**config.mk**
```make
export PLATFORM = sky130hd
export DESIGN_NAME = irrigation_pump_controller_core
export DESIGN_NICKNAME = d
export VERILOG_FILES = /design/src/ipc_pkg.sv /design/src/ipc_in_reg.sv /design/src/ipc_ctrl.sv /design/src/ipc_out_reg.sv /design/src/irrigation_pump_controller_core.sv
export SDC_FILE = /design/constraint.sdc
export NUM_CORES = 1
export LEC_CHECK = 0
export ABC_AREA = 1
export BUFFER_PORTS_ARGS = -buffer_cell sky130_fd_sc_hd__buf_2
export CORE_MARGIN = 4
export CORE_UTILIZATION = 45
export DETAILED_ROUTE_END_ITERATION = 6
export SLEW_MARGIN = 15
export SYNTH_ARGS = -nofsm -noshare
export SYNTH_HDL_FRONTEND = slang
export SYNTH_SLANG_ARGS = --single-unit
export TNS_END_PERCENT = 100
```
**constraint.sdc**
```tcl
create_clock -name clk -period 8.5 [get_ports clk]
set_input_delay 0.425 -clock clk [delete_from_list [all_inputs] [get_ports clk]]
set_output_delay 0.425 -clock clk [all_outputs]
set_load 0.005 [all_outputs]
```
**src/ipc_pkg.sv**
```systemverilog
`timescale 1ns / 1ps
package ipc_pkg;

  localparam int unsigned ADC_FULL_SCALE = 4095;

  localparam int unsigned OP_W     = 2;
  localparam int unsigned RAW_W    = 12;
  localparam int unsigned MODE_W   = 2;
  localparam int unsigned PERIOD_W = 5;
  localparam int unsigned ONTIME_W = 3;
  localparam int unsigned THRESH_W = 6;
  localparam int unsigned MOIST_W  = 7;
  localparam int unsigned TIMER_W  = 8;

  localparam int unsigned IN_TDATA_W  = 16;
  localparam int unsigned OUT_TDATA_W = 24;

  localparam logic [OP_W-1:0] OP_SAMPLE = 2'd0;
  localparam logic [OP_W-1:0] OP_BUTTON = 2'd1;
  localparam logic [OP_W-1:0] OP_TICK   = 2'd2;

  localparam logic [MODE_W-1:0] MODE_THRESH = 2'd1;
  localparam logic [MODE_W-1:0] MODE_TIMED  = 2'd2;

  localparam logic [PERIOD_W-1:0] PERIOD_MIN  = 5'd10;
  localparam logic [PERIOD_W-1:0] PERIOD_INIT = 5'd15;
  localparam logic [PERIOD_W-1:0] PERIOD_MAX  = 5'd20;
  localparam logic [PERIOD_W-1:0] PERIOD_STEP = 5'd5;

  localparam logic [ONTIME_W-1:0] ONTIME_MIN  = 3'd1;
  localparam logic [ONTIME_W-1:0] ONTIME_INIT = 3'd3;
  localparam logic [ONTIME_W-1:0] ONTIME_MAX  = 3'd5;
  localparam logic [ONTIME_W-1:0] ONTIME_STEP = 3'd2;

  localparam logic [THRESH_W-1:0] THRESH_MIN  = 6'd15;
  localparam logic [THRESH_W-1:0] THRESH_INIT = 6'd30;
  localparam logic [THRESH_W-1:0] THRESH_MAX  = 6'd45;
  localparam logic [THRESH_W-1:0] THRESH_STEP = 6'd15;

  localparam int unsigned MOIST_FULL = 100;
  localparam logic [TIMER_W-1:0] TIMER_MAX = 8'd255;

  // Percentage scaling uses a rounded-up reciprocal of the full scale. With
  // raw * 100 below 2^PROD_IN_W and the shift widened by the bits of the full
  // scale, the truncated product equals the exact quotient.
  localparam int unsigned PROD_IN_W = RAW_W + 7;
  localparam int unsigned DIV_SHIFT = PROD_IN_W + $clog2(ADC_FULL_SCALE);
  localparam longint unsigned DIV_RECIP =
    ((64'd1 << DIV_SHIFT) + ADC_FULL_SCALE - 1) / ADC_FULL_SCALE;
  localparam longint unsigned SCALE_MUL = DIV_RECIP * MOIST_FULL;
  localparam int unsigned SCALE_MUL_W = $clog2(SCALE_MUL + 1);
  localparam int unsigned PROD_W = RAW_W + SCALE_MUL_W;
  localparam int unsigned QUOT_W =
    (PROD_W - DIV_SHIFT > MOIST_W) ? (PROD_W - DIV_SHIFT) : MOIST_W;

  typedef struct packed {
    logic [OP_W-1:0]  op;
    logic             thresh_press;
    logic             ontime_press;
    logic             period_press;
    logic             mode_press;
    logic [RAW_W-1:0] raw_sample;
  } item_t;

  typedef struct packed {
    logic [MOIST_W-1:0]  cur_moisture;
    logic [THRESH_W-1:0] cur_threshold;
    logic [ONTIME_W-1:0] cur_ontime;
    logic [PERIOD_W-1:0] cur_period;
    logic [MODE_W-1:0]   cur_mode;
    logic                pump_on;
  } result_t;

  // Pipeline control between the input register and the rest of the block.
  typedef struct packed {
    logic valid;
    logic advance;
  } pipe_ctl_t;

endpackage

```
**src/ipc_in_reg.sv**
```systemverilog
`timescale 1ns / 1ps
module ipc_in_reg (
  input  logic                  clk,
  input  logic                  rst_n,
  input  logic                  in_tvalid,
  output logic                  in_tready,
  input  ipc_pkg::item_t        in_item,
  input  logic                  advance,
  output ipc_pkg::pipe_ctl_t    ctl,
  output ipc_pkg::item_t        item
);

  logic           valid_r;
  logic           valid_nxt;
  ipc_pkg::item_t item_r;

  // The stage frees up either when empty or when its item moves on.
  assign in_tready = !valid_r || advance;

  always_comb begin
    valid_nxt = valid_r;
    if (in_tready) begin
      valid_nxt = in_tvalid;
    end
  end

  always_ff @(posedge clk) begin
    if (!rst_n) begin
      valid_r <= 1'b0;
    end else begin
      valid_r <= valid_nxt;
    end
  end

  always_ff @(posedge clk) begin
    if (in_tvalid && in_tready) begin
      item_r <= in_item;
    end
  end

  assign ctl.valid   = valid_r;
  assign ctl.advance = advance;
  assign item        = item_r;

endmodule

```
**src/ipc_ctrl.sv**
```systemverilog
`timescale 1ns / 1ps
module ipc_ctrl (
  input  logic                clk,
  input  logic                rst_n,
  input  ipc_pkg::pipe_ctl_t  ctl,
  input  ipc_pkg::item_t      item,
  output ipc_pkg::result_t    result
);

  logic [ipc_pkg::MODE_W-1:0]   mode_r,    mode_nxt;
  logic [ipc_pkg::PERIOD_W-1:0] period_r,  period_nxt;
  logic [ipc_pkg::ONTIME_W-1:0] ontime_r,  ontime_nxt;
  logic [ipc_pkg::THRESH_W-1:0] thresh_r,  thresh_nxt;
  logic [ipc_pkg::MOIST_W-1:0]  moist_r,   moist_nxt;
  logic [ipc_pkg::TIMER_W-1:0]  timer_r,   timer_nxt;
  logic                         water_r,   water_nxt;
  logic                         pump_r,    pump_nxt;

  logic [ipc_pkg::PROD_W-1:0]  scale_prod;
  logic [ipc_pkg::QUOT_W-1:0]  scale_quot;
  logic [ipc_pkg::MOIST_W-1:0] scaled;
  logic [ipc_pkg::TIMER_W-1:0] timer_inc;
  logic                        fire;

  assign fire = ctl.valid && ctl.advance;

  assign scale_prod = ipc_pkg::PROD_W'(item.raw_sample)
                    * ipc_pkg::PROD_W'(ipc_pkg::SCALE_MUL);
  assign scale_quot = ipc_pkg::QUOT_W'(scale_prod >> ipc_pkg::DIV_SHIFT);
  assign scaled = (scale_quot > ipc_pkg::QUOT_W'(ipc_pkg::MOIST_FULL))
                ? ipc_pkg::MOIST_W'(ipc_pkg::MOIST_FULL)
                : ipc_pkg::MOIST_W'(scale_quot);

  assign timer_inc = (timer_r < ipc_pkg::TIMER_MAX) ? (timer_r + 8'd1) : timer_r;

  always_comb begin
    mode_nxt   = mode_r;
    period_nxt = period_r;
    ontime_nxt = ontime_r;
    thresh_nxt = thresh_r;
    moist_nxt  = moist_r;
    timer_nxt  = timer_r;
    water_nxt  = water_r;
    pump_nxt   = pump_r;
    unique case (item.op)
      ipc_pkg::OP_SAMPLE: begin
        moist_nxt = scaled;
      end
      ipc_pkg::OP_BUTTON: begin
        if (item.mode_press) begin
          mode_nxt = (mode_r == ipc_pkg::MODE_THRESH) ? ipc_pkg::MODE_TIMED
                                                      : ipc_pkg::MODE_THRESH;
        end
        if (item.period_press) begin
          period_nxt = (period_r < ipc_pkg::PERIOD_MAX)
                     ? (period_r + ipc_pkg::PERIOD_STEP) : ipc_pkg::PERIOD_MIN;
        end
        if (item.ontime_press) begin
          ontime_nxt = (ontime_r < ipc_pkg::ONTIME_MAX)
                     ? (ontime_r + ipc_pkg::ONTIME_STEP) : ipc_pkg::ONTIME_MIN;
        end
        if (item.thresh_press) begin
          thresh_nxt = (thresh_r < ipc_pkg::THRESH_MAX)
                     ? (thresh_r + ipc_pkg::THRESH_STEP) : ipc_pkg::THRESH_MIN;
        end
      end
      ipc_pkg::OP_TICK: begin
        timer_nxt = timer_inc;
        if (mode_r == ipc_pkg::MODE_THRESH) begin
          pump_nxt = ({1'b0, moist_r} < {2'b00, thresh_r});
        end else if (mode_r == ipc_pkg::MODE_TIMED) begin
          // A new watering window opens once the period has elapsed; it
          // closes, and the timer restarts, when the on-time is used up.
          if (!water_r && (timer_inc >= ipc_pkg::TIMER_W'(period_r))) begin
            water_nxt = 1'b1;
            timer_nxt = '0;
          end
          if (water_nxt && (timer_nxt < ipc_pkg::TIMER_W'(ontime_r))) begin
            pump_nxt = 1'b1;
          end else begin
            pump_nxt = 1'b0;
            if (water_nxt) begin
              water_nxt = 1'b0;
              timer_nxt = '0;
            end
          end
        end
      end
      default: begin
      end
    endcase
  end

  always_ff @(posedge clk) begin
    if (!rst_n) begin
      mode_r   <= ipc_pkg::MODE_TIMED;
      period_r <= ipc_pkg::PERIOD_INIT;
      ontime_r <= ipc_pkg::ONTIME_INIT;
      thresh_r <= ipc_pkg::THRESH_INIT;
      moist_r  <= '0;
      timer_r  <= '0;
      water_r  <= 1'b0;
      pump_r   <= 1'b0;
    end else if (fire) begin
      mode_r   <= mode_nxt;
      period_r <= period_nxt;
      ontime_r <= ontime_nxt;
      thresh_r <= thresh_nxt;
      moist_r  <= moist_nxt;
      timer_r  <= timer_nxt;
      water_r  <= water_nxt;
      pump_r   <= pump_nxt;
    end
  end

  assign result.pump_on       = pump_nxt;
  assign result.cur_mode      = mode_nxt;
  assign result.cur_period    = period_nxt;
  assign result.cur_ontime    = ontime_nxt;
  assign result.cur_threshold = thresh_nxt;
  assign result.cur_moisture  = moist_nxt;

endmodule

```
**src/ipc_out_reg.sv**
```systemverilog
`timescale 1ns / 1ps
module ipc_out_reg (
  input  logic                                clk,
  input  logic                                rst_n,
  input  logic                                load_valid,
  input  ipc_pkg::result_t                    result,
  output logic                                advance,
  output logic                                out_tvalid,
  input  logic                                out_tready,
  output logic [ipc_pkg::OUT_TDATA_W-1:0]     out_tdata
);

  logic             valid_r;
  logic             valid_nxt;
  ipc_pkg::result_t data_r;

  // The register takes a new result when empty or when its transaction completes.
  assign advance = !valid_r || out_tready;

  always_comb begin
    valid_nxt = valid_r;
    if (advance) begin
      valid_nxt = load_valid;
    end
  end

  always_ff @(posedge clk) begin
    if (!rst_n) begin
      valid_r <= 1'b0;
    end else begin
      valid_r <= valid_nxt;
    end
  end

  always_ff @(posedge clk) begin
    if (advance && load_valid) begin
      data_r <= result;
    end
  end

  assign out_tvalid = valid_r;
  assign out_tdata  = data_r;

endmodule

```
**src/irrigation_pump_controller_core.sv**
```systemverilog
`timescale 1ns / 1ps
// Irrigation pump controller. Every accepted transaction (sensor sample, button
// presses or control tick, chosen by in_tuser) yields exactly one result
// transaction with the pump drive and the settings after that item. The block
// accepts one transaction per clock unless the output stalls. The input
// register takes the item at the accepting edge and the result register
// takes the updated state when it is free, with the combinational update
// logic between them; out_tvalid offers the result. in_tready drops only
// while both registers hold items and out_tready is low. Moisture is scaled as
// raw * 100 / full scale by a constant reciprocal multiply, saturated at 100.
module irrigation_pump_controller_core (
  input  logic                              clk,
  input  logic                              rst_n,
  input  logic                              in_tvalid,
  output logic                              in_tready,
  // raw_sample[11:0], mode_press[12], period_press[13], ontime_press[14],
  // thresh_press[15]
  input  logic [ipc_pkg::IN_TDATA_W-1:0]    in_tdata,
  // op[1:0]
  input  logic [ipc_pkg::OP_W-1:0]          in_tuser,
  output logic                              out_tvalid,
  input  logic                              out_tready,
  // pump_on[0], cur_mode[2:1], cur_period[7:3], cur_ontime[10:8],
  // cur_threshold[16:11], cur_moisture[23:17]
  output logic [ipc_pkg::OUT_TDATA_W-1:0]   out_tdata
);

  ipc_pkg::item_t     in_item;
  ipc_pkg::item_t     item;
  ipc_pkg::pipe_ctl_t ctl;
  ipc_pkg::result_t   result;
  logic               advance;

  assign in_item.op           = in_tuser;
  assign in_item.raw_sample   = in_tdata[11:0];
  assign in_item.mode_press   = in_tdata[12];
  assign in_item.period_press = in_tdata[13];
  assign in_item.ontime_press = in_tdata[14];
  assign in_item.thresh_press = in_tdata[15];

  ipc_in_reg u_in_reg (
    .clk       (clk),
    .rst_n     (rst_n),
    .in_tvalid (in_tvalid),
    .in_tready (in_tready),
    .in_item   (in_item),
    .advance   (advance),
    .ctl       (ctl),
    .item      (item)
  );

  ipc_ctrl u_ctrl (
    .clk    (clk),
    .rst_n  (rst_n),
    .ctl    (ctl),
    .item   (item),
    .result (result)
  );

  ipc_out_reg u_out_reg (
    .clk        (clk),
    .rst_n      (rst_n),
    .load_valid (ctl.valid),
    .result     (result),
    .advance    (advance),
    .out_tvalid (out_tvalid),
    .out_tready (out_tready),
    .out_tdata  (out_tdata)
  );

endmodule

```
==> results.md, run 1 <==
- Post-synth EDFFs: 42
- Die footprint: 17,600 µm²
- Clock power frac: 23.0%
- Synthesized cell area: 7010 µm²
- Worst setup EP type: flop
- Grt total ovfl: 0
- Post-route antenna net violation count: 0
- DRC: 0
- Syn nets: 1,034
- Async set-reset flop share out of synthesis: 0%
- Total power: 0.00159 W
- Synth-to-layout area growth: 10.3%
- Row count: 45
- Final WL: 15,600 µm
- Post-synthesis sequential area ratio: 28.0%
- N_diodes: 0
- Fin cells: 1,106
- # IOs: 48
- Largest area contributor in the netlist: ha_1
- Commonest register cell after synthesis: edfxtp_1
- P_leak: 4.11 nW
- Fmax: 208 MHz
- Drt pass-1 iters: 5
- Setup-failing EPs final: 0
- Worst Max-Slew Pin Slew: 1.03 ns
- IO buf count: 47
- GPL Wtd Cong: 0.938
- Most common cell after layout, fill and taps aside: inv_1
- Drt via density: 5.00
- GRT Resource Usage Total: 18.4%
- CP Data Arrival Time: 5.04 ns
- Hold_buf cts: 0
- Clock Root Buffer: clkbuf_16
- Normalized max-slew margin: 31.3%
- Post-route minimum period: 4.81 ns
- Most frequent cells in the layout: inv_1, nand2_1, ha_1
- Top area cells in the synthesized netlist: ha_1, edfxtp_1, fa_1
- Fin crit share: 56.5%
- Status: completed
- Total CTS buffers: 9
- H-tree depth: 3
- NumNets Final: 1,085
- Avg Cell Area, Syn: 8.13 µm²
- Vias: 5,534
- Final setup skew: 0.0101 ns
- Worst EP required: 8.73 ns
- Largest net degree at the start of global routing: 59
- Routed len/inst: 14.1 µm
- Unrepaired setup endpoints after global routing: no
- Number of cells after detailed placement: 1,090
- Setup Crit Path Kind: flop to flop
- Share of cells above drive strength 1: 10.1%
- Max-cap viol count: 0
- Initial antenna violation count: 0
- DR iter-0 viols: 391
- Starting density of the core: 46.1%
- Clk_lat worst skew: 0.34 ns
- Synthesis Warnings: 0
- Die Ht: 133 µm
- TNS Setup: 0 ns
- Clock Tree Buf Depth: 2
- Final Util: 50.9%
- Post-synth cell types: 45
- Synth top area share: 20.2%
- Switching power: 0.000668 W
- HPWL Detailed: 12,900 µm
- Combinational power share: 49.8%
- CTS clk-pin slew, worst paths: 0.06 ns
- Startpoint types: flop
- CTS sink cnt: 77
- Internal Dissipation: 0.000924 W
- Worst vdd ir: 0.0000976 V
- Flops & latches, synth: 77
- Crit path max fanout: 5
- Seq pwr share: 27.2%
- Vias in the first global route: 5,388
- CTS tree: built
- Max-slew violations: 0
- HP Class: input port to flop
- Cells after synthesis: 862
- Final Hold Slack: 0.261 ns
- Core Area: 15,200 µm²
- Final hold violations: 0
- First-pass GRT wire length: 26,400 µm
- Post-CTS sizing: 0
- Power density cells: 206 nW/µm²
- Post-CTS Setup Inserts: 0
- Sw Share: 41.9%
- Die Wd: 133 µm
-- synth_stat cells, drive strengths merged, types with 11 or more instances --
master,instances
a21oi,63
dfxtp,35
edfxtp,42
fa,37
ha,113
inv,178
nand2,169
nand3,41
nor2,65
nor3,11
o211ai,11
o21ai,43
-- worst max-delay path, stage by stage, from the launching register on --
cell	delay [ns]
edfxtp_1	0.43
inv_1	0.08
ha_1	0.30
inv_1	0.07
fa_1	0.50
inv_1	0.05
fa_1	0.53
inv_1	0.04
ha_1	0.26
inv_1	0.05
fa_1	0.55
inv_1	0.05
ha_1	0.34
nand2_1	0.14
nor4_1	0.29
o21ai_0	0.13
nand2_1	0.12
nand2_1	0.08
nand2_1	0.07
nand2_1	0.06
nand3_1	0.08
nand2_1	0.06
nand2_1	0.05
nand2_1	0.07
nand2_1	0.09
nand3_1	0.07
nand2_1	0.10
inv_1	0.04
-- layout make-up --
cell class | count | area [µm²]
well taps | 188 | 235
fillers | 1478 | 7470
clock buffers | 12 | 258
repair buffers | 47 | 235
flip-flops and latches | 77 | 1960
clock inverters | 4 | 23.8
inverters | 181 | 679
multi-input cells | 597 | 4340
-- worst paths after layout --
path	end	cells after the start	slack [ns]	startpoint
min	u_in_reg.item[4]$_DFFE_PP_	1	0.26	in_tdata[4]
min reg2reg	u_ctrl.timer_r[5]$_SDFFE_PN0P_	2	0.50	u_ctrl.timer_r[5]$_SDFFE_PN0P_
max	u_ctrl.moist_r[0]$_SDFFE_PN0P_	27	3.69	u_in_reg.item[10]$_DFFE_PP_
max reg2reg	u_ctrl.moist_r[0]$_SDFFE_PN0P_	27	3.69	u_in_reg.item[10]$_DFFE_PP_
-- state kept, by name (all words and copies together), names as in the netlist --
register and flops:
u_ctrl.mode_r 2, u_in_reg.item 18, u_ctrl.water_r 1, u_ctrl.ontime_r 3
u_ctrl.pump_r 1, u_ctrl.period_r 5, u_out_reg.out_tvalid 1, u_ctrl.timer_r 8
u_out_reg.out_tdata 24, u_ctrl.moist_r 7, u_in_reg.valid_r 1, u_ctrl.thresh_r 6
-- routing by layer --
layer	vias to the layer above	global-route usage, %	share of wire, %
met3	12	3.38	5.4
li1	2911	-	-
met5	-	0	0
met2	126	27.6	43
met4	0	3.35	0.81
met1	2485	27.8	51
-- kinds of logic after synthesis --
kind of cell    Yosys count  share of synthesized area (%)
simple gates            299                           18.6
buf+inv                 188                           10.1
fa+ha+maj               150                           30.7
compound gates          141                           11.6
flops                    77                           28.0
xor+xnor                  6                          0.750
mux                       1                          0.161
-- power groups by stage --
stage	registers (W)	clock network [W]	logic, W
finish	0.000434	0.000365	0.000793
global route	0.000437	0.000382	0.000913
CTS	0.000434	0.000373	0.000791
detailed placement	0.000442	0	0.000780
global placement	0.000442	0	0.000787
floorplan	0.000439	0	0.000578
-- stage by stage --
| stage | instance area [µm²] | setup slack, ns |
|---|---|---|
| floorplan | 7010 | 4.17 |
| global placement | 7450 | 3.78 |
| CTS | 7730 | 3.70 |
| global route | 7730 | 3.25 |
| detailed placement | 7450 | 3.79 |
| finish | 7730 | 3.69 |
Note: power is estimated with default switching activity, not from simulation.
==> run 2: changes to the inputs <==
- clock period: 8.5 -> 3.9 ns (I/O delays scaled with it)
==> results.md, run 2 (synthesis gave the netlist of run 1 again) <==
- Power density cells: 495 nW/µm² (was 206 nW/µm²)
- Crit path max fanout: 3 (was 5)
- CTS sink cnt: 77 (unchanged)
- Synth-to-layout area growth: 24.6% (was 10.3%)
- Post-route minimum period: 4.29 ns (was 4.81 ns)
- CTS tree: built (unchanged)
- Max-slew violations: 0 (unchanged)
- Final WL: 16,900 µm (was 15,600 µm)
- Normalized max-slew margin: 30.9% (was 31.3%)
- Clock Tree Buf Depth: 2 (unchanged)
- Drt pass-1 iters: 5 (unchanged)
- HP Class: input port to flop (unchanged)
- P_leak: 4.49 nW (was 4.11 nW)
- Number of cells after detailed placement: 1,162 (was 1,090)
- Drt via density: 5.00 (about the same)
- Final hold violations: 0 (unchanged)
- Worst vdd ir: 0.000277 V (was 0.0000976 V)
- GPL Wtd Cong: 0.876 (was 0.938)
- Row count: 45 (unchanged)
- Crit path largest cell delay: 0.50 ns (was 0.55 ns)
- Largest net degree at the start of global routing: 59 (unchanged)
- Worst Max-Slew Pin Slew: 1.04 ns (was 1.03 ns)
- Cell chain of the critical path: buf_4 -> ha_4 -> ha_4 -> fa_1 -> fa_1 -> inv_1 -> fa_1 -> inv_2 -> ha_4 -> nand2_2 -> nor2_4 -> nand3_2 -> nand3_2 -> nand2_2 -> nand2_1 -> nand3b_1 -> nand2_1 -> nand2_1 -> nand2_2 -> nand3_2 -> inv_2 -> nand2_2 -> nand2_2 -> nand2_1
- IO buf count: 47 (unchanged)
- CP Data Arrival Time: 4.39 ns (was 5.04 ns)
- Grt total ovfl: 0 (unchanged)
- Vias in the first global route: 5,815 (was 5,388)
- Post-route antenna net violation count: 0 (unchanged)
- First-pass GRT wire length: 28,100 µm (was 26,400 µm)
- CTS clk-pin slew, worst paths: 0.06 ns (about the same)
- Total CTS buffers: 9 (unchanged)
- Die Wd: 133 µm (unchanged)
- DRC: 0 (unchanged)
- Worst slack, placed: -0.505 ns (was 3.79 ns)
- H-tree depth: 3 (unchanged)
- Top cell by count, worst path: nand2_2 (was nand2_1)
- Worst setup EP type: flop (unchanged)
- Fin cells: 1,182 (was 1,106)
- R2r setup slk: -0.39 ns (was 3.69 ns)
- Starting density of the core: 46.1% (unchanged)
- Unrepaired setup endpoints after global routing: yes (was no)
- Worst EP required: 3.99 ns (was 8.73 ns)
- Share of cells above drive strength 1: 24.3% (was 10.1%)
- Clock Root Buffer: clkbuf_16 (unchanged)
- Vias: 5,907 (was 5,534)
- Most frequent cells in the layout: inv_1, nand2_1, ha_1 (unchanged)
- N_diodes: 0 (unchanged)
- Startpoint types: flop (unchanged)
- Setup-failing EPs final: 14 (was 0)
- Die Ht: 133 µm (unchanged)
- HPWL Detailed: 13,700 µm (was 12,900 µm)
- Clk_lat worst skew: 0.34 ns (about the same)
- Core Area: 15,200 µm² (unchanged)
- Number of flip-flops in the largest register: 24 (unchanged)
- Die footprint: 17,600 µm² (unchanged)
- Fmax: 233 MHz (was 208 MHz)
- Slowest-stage cell, CP: fa_1 (unchanged)
- Most common cell after layout, fill and taps aside: inv_1 (unchanged)
- Final setup skew: 0.0101 ns (about the same)
- Setup Crit Path Kind: flop to flop (unchanged)
- Fin crit share: 110% (was 56.5%)
- Max-cap viol count: 0 (unchanged)
- # IOs: 48 (unchanged)
- DR iter-0 viols: 361 (was 391)
- Initial antenna violation count: 0 (unchanged)
- GRT Resource Usage Total: 19.7% (was 18.4%)
- Failing checks: negative setup slack
- Final WS setup: -0.394 ns (was 3.69 ns)
- Routed len/inst: 14.3 µm (was 14.1 µm)
- Status: complete, but fails checks (was completed)
- NumNets Final: 1,161 (was 1,085)
run 2: changes by cell type in the layout (fill, tap and decap cells not counted), sizes merged:
cell	delta
clkinvlp	+1
clkinv	-1
buf	+76
clkbuf	-2
inv	+2
run 2: critical path, delay by kind of cell, from the launching register on:
| kind | cells | cell delay (ns) |
|---|---|---|
| and+or+nand+nor | 14 | 1.10 |
| DFF | 1 | 0.38 |
| buffers and inverters | 4 | 0.33 |
| adders and majority gates | 6 | 2.24 |
run 2: worst paths after layout:
kind / from / end / cells past startpoint
min reg2reg: u_ctrl.timer_r[5]$_SDFFE_PN0P_ / u_ctrl.timer_r[5]$_SDFFE_PN0P_ / 2
max: u_in_reg.item[10]$_DFFE_PP_ / u_out_reg.out_tdata[17]$_DFFE_PP_ / 24
min: in_tdata[14] / u_in_reg.item[14]$_DFFE_PP_ / 1
max reg2reg: u_in_reg.item[10]$_DFFE_PP_ / u_out_reg.out_tdata[17]$_DFFE_PP_ / 24
run 2: metal layers:
layer	wire (µm)	global-route usage (%)
met1	8580	28.7
met2	7350	30.1
met3	731	4.03
met4	240	4.68
met5	0	0
run 2: repair_timing:
item	4_1_cts	5_1_grt
setup endpoints to repair	14	14
setup buffers	2	2
gates cloned	0	0
hold buffers	0	0
pin swaps	21	37
resized for setup	22	43
run 2: stage by stage:
stage / instance area [µm²] / utilization [%] / TNS [ns] / hold WS, ns / total power, W
after floorplan: 7100 / - / -1.93 / 0.294 / 0.00232
after global placement: 8090 / 53.2 / -5.50 / 0.371 / 0.00314
after detailed placement: 8090 / 53.2 / -6.17 / 0.373 / 0.00314
after CTS: 8500 / 55.9 / -4.94 / 0.0116 / 0.00407
after global routing: 8730 / 57.4 / -8.31 / 0.0110 / 0.00470
final: 8730 / 57.4 / -4.74 / 0.0242 / 0.00432
run 2: final cells by class:
class / count / area (µm²)
Tap cell: 188 / 235
Clock buffer: 10 / 229
Fill cell: 1383 / 6470
Timing Repair Buffer: 123 / 810
Clock inverter: 6 / 37.5
Sequential cell: 77 / 1960
Multi-Input combinational cell: 597 / 4780
Inverter: 181 / 679
run 2: power breakdown:
part | internal, W | total [W] | switching, W
Combinational | 0.00121 | 0.00261 | 0.00140
Sequential | 0.000912 | 0.000940 | 0.0000277
Clock | 0.000430 | 0.000769 | 0.000338
Total | 0.00255 | 0.00432 | 0.00177
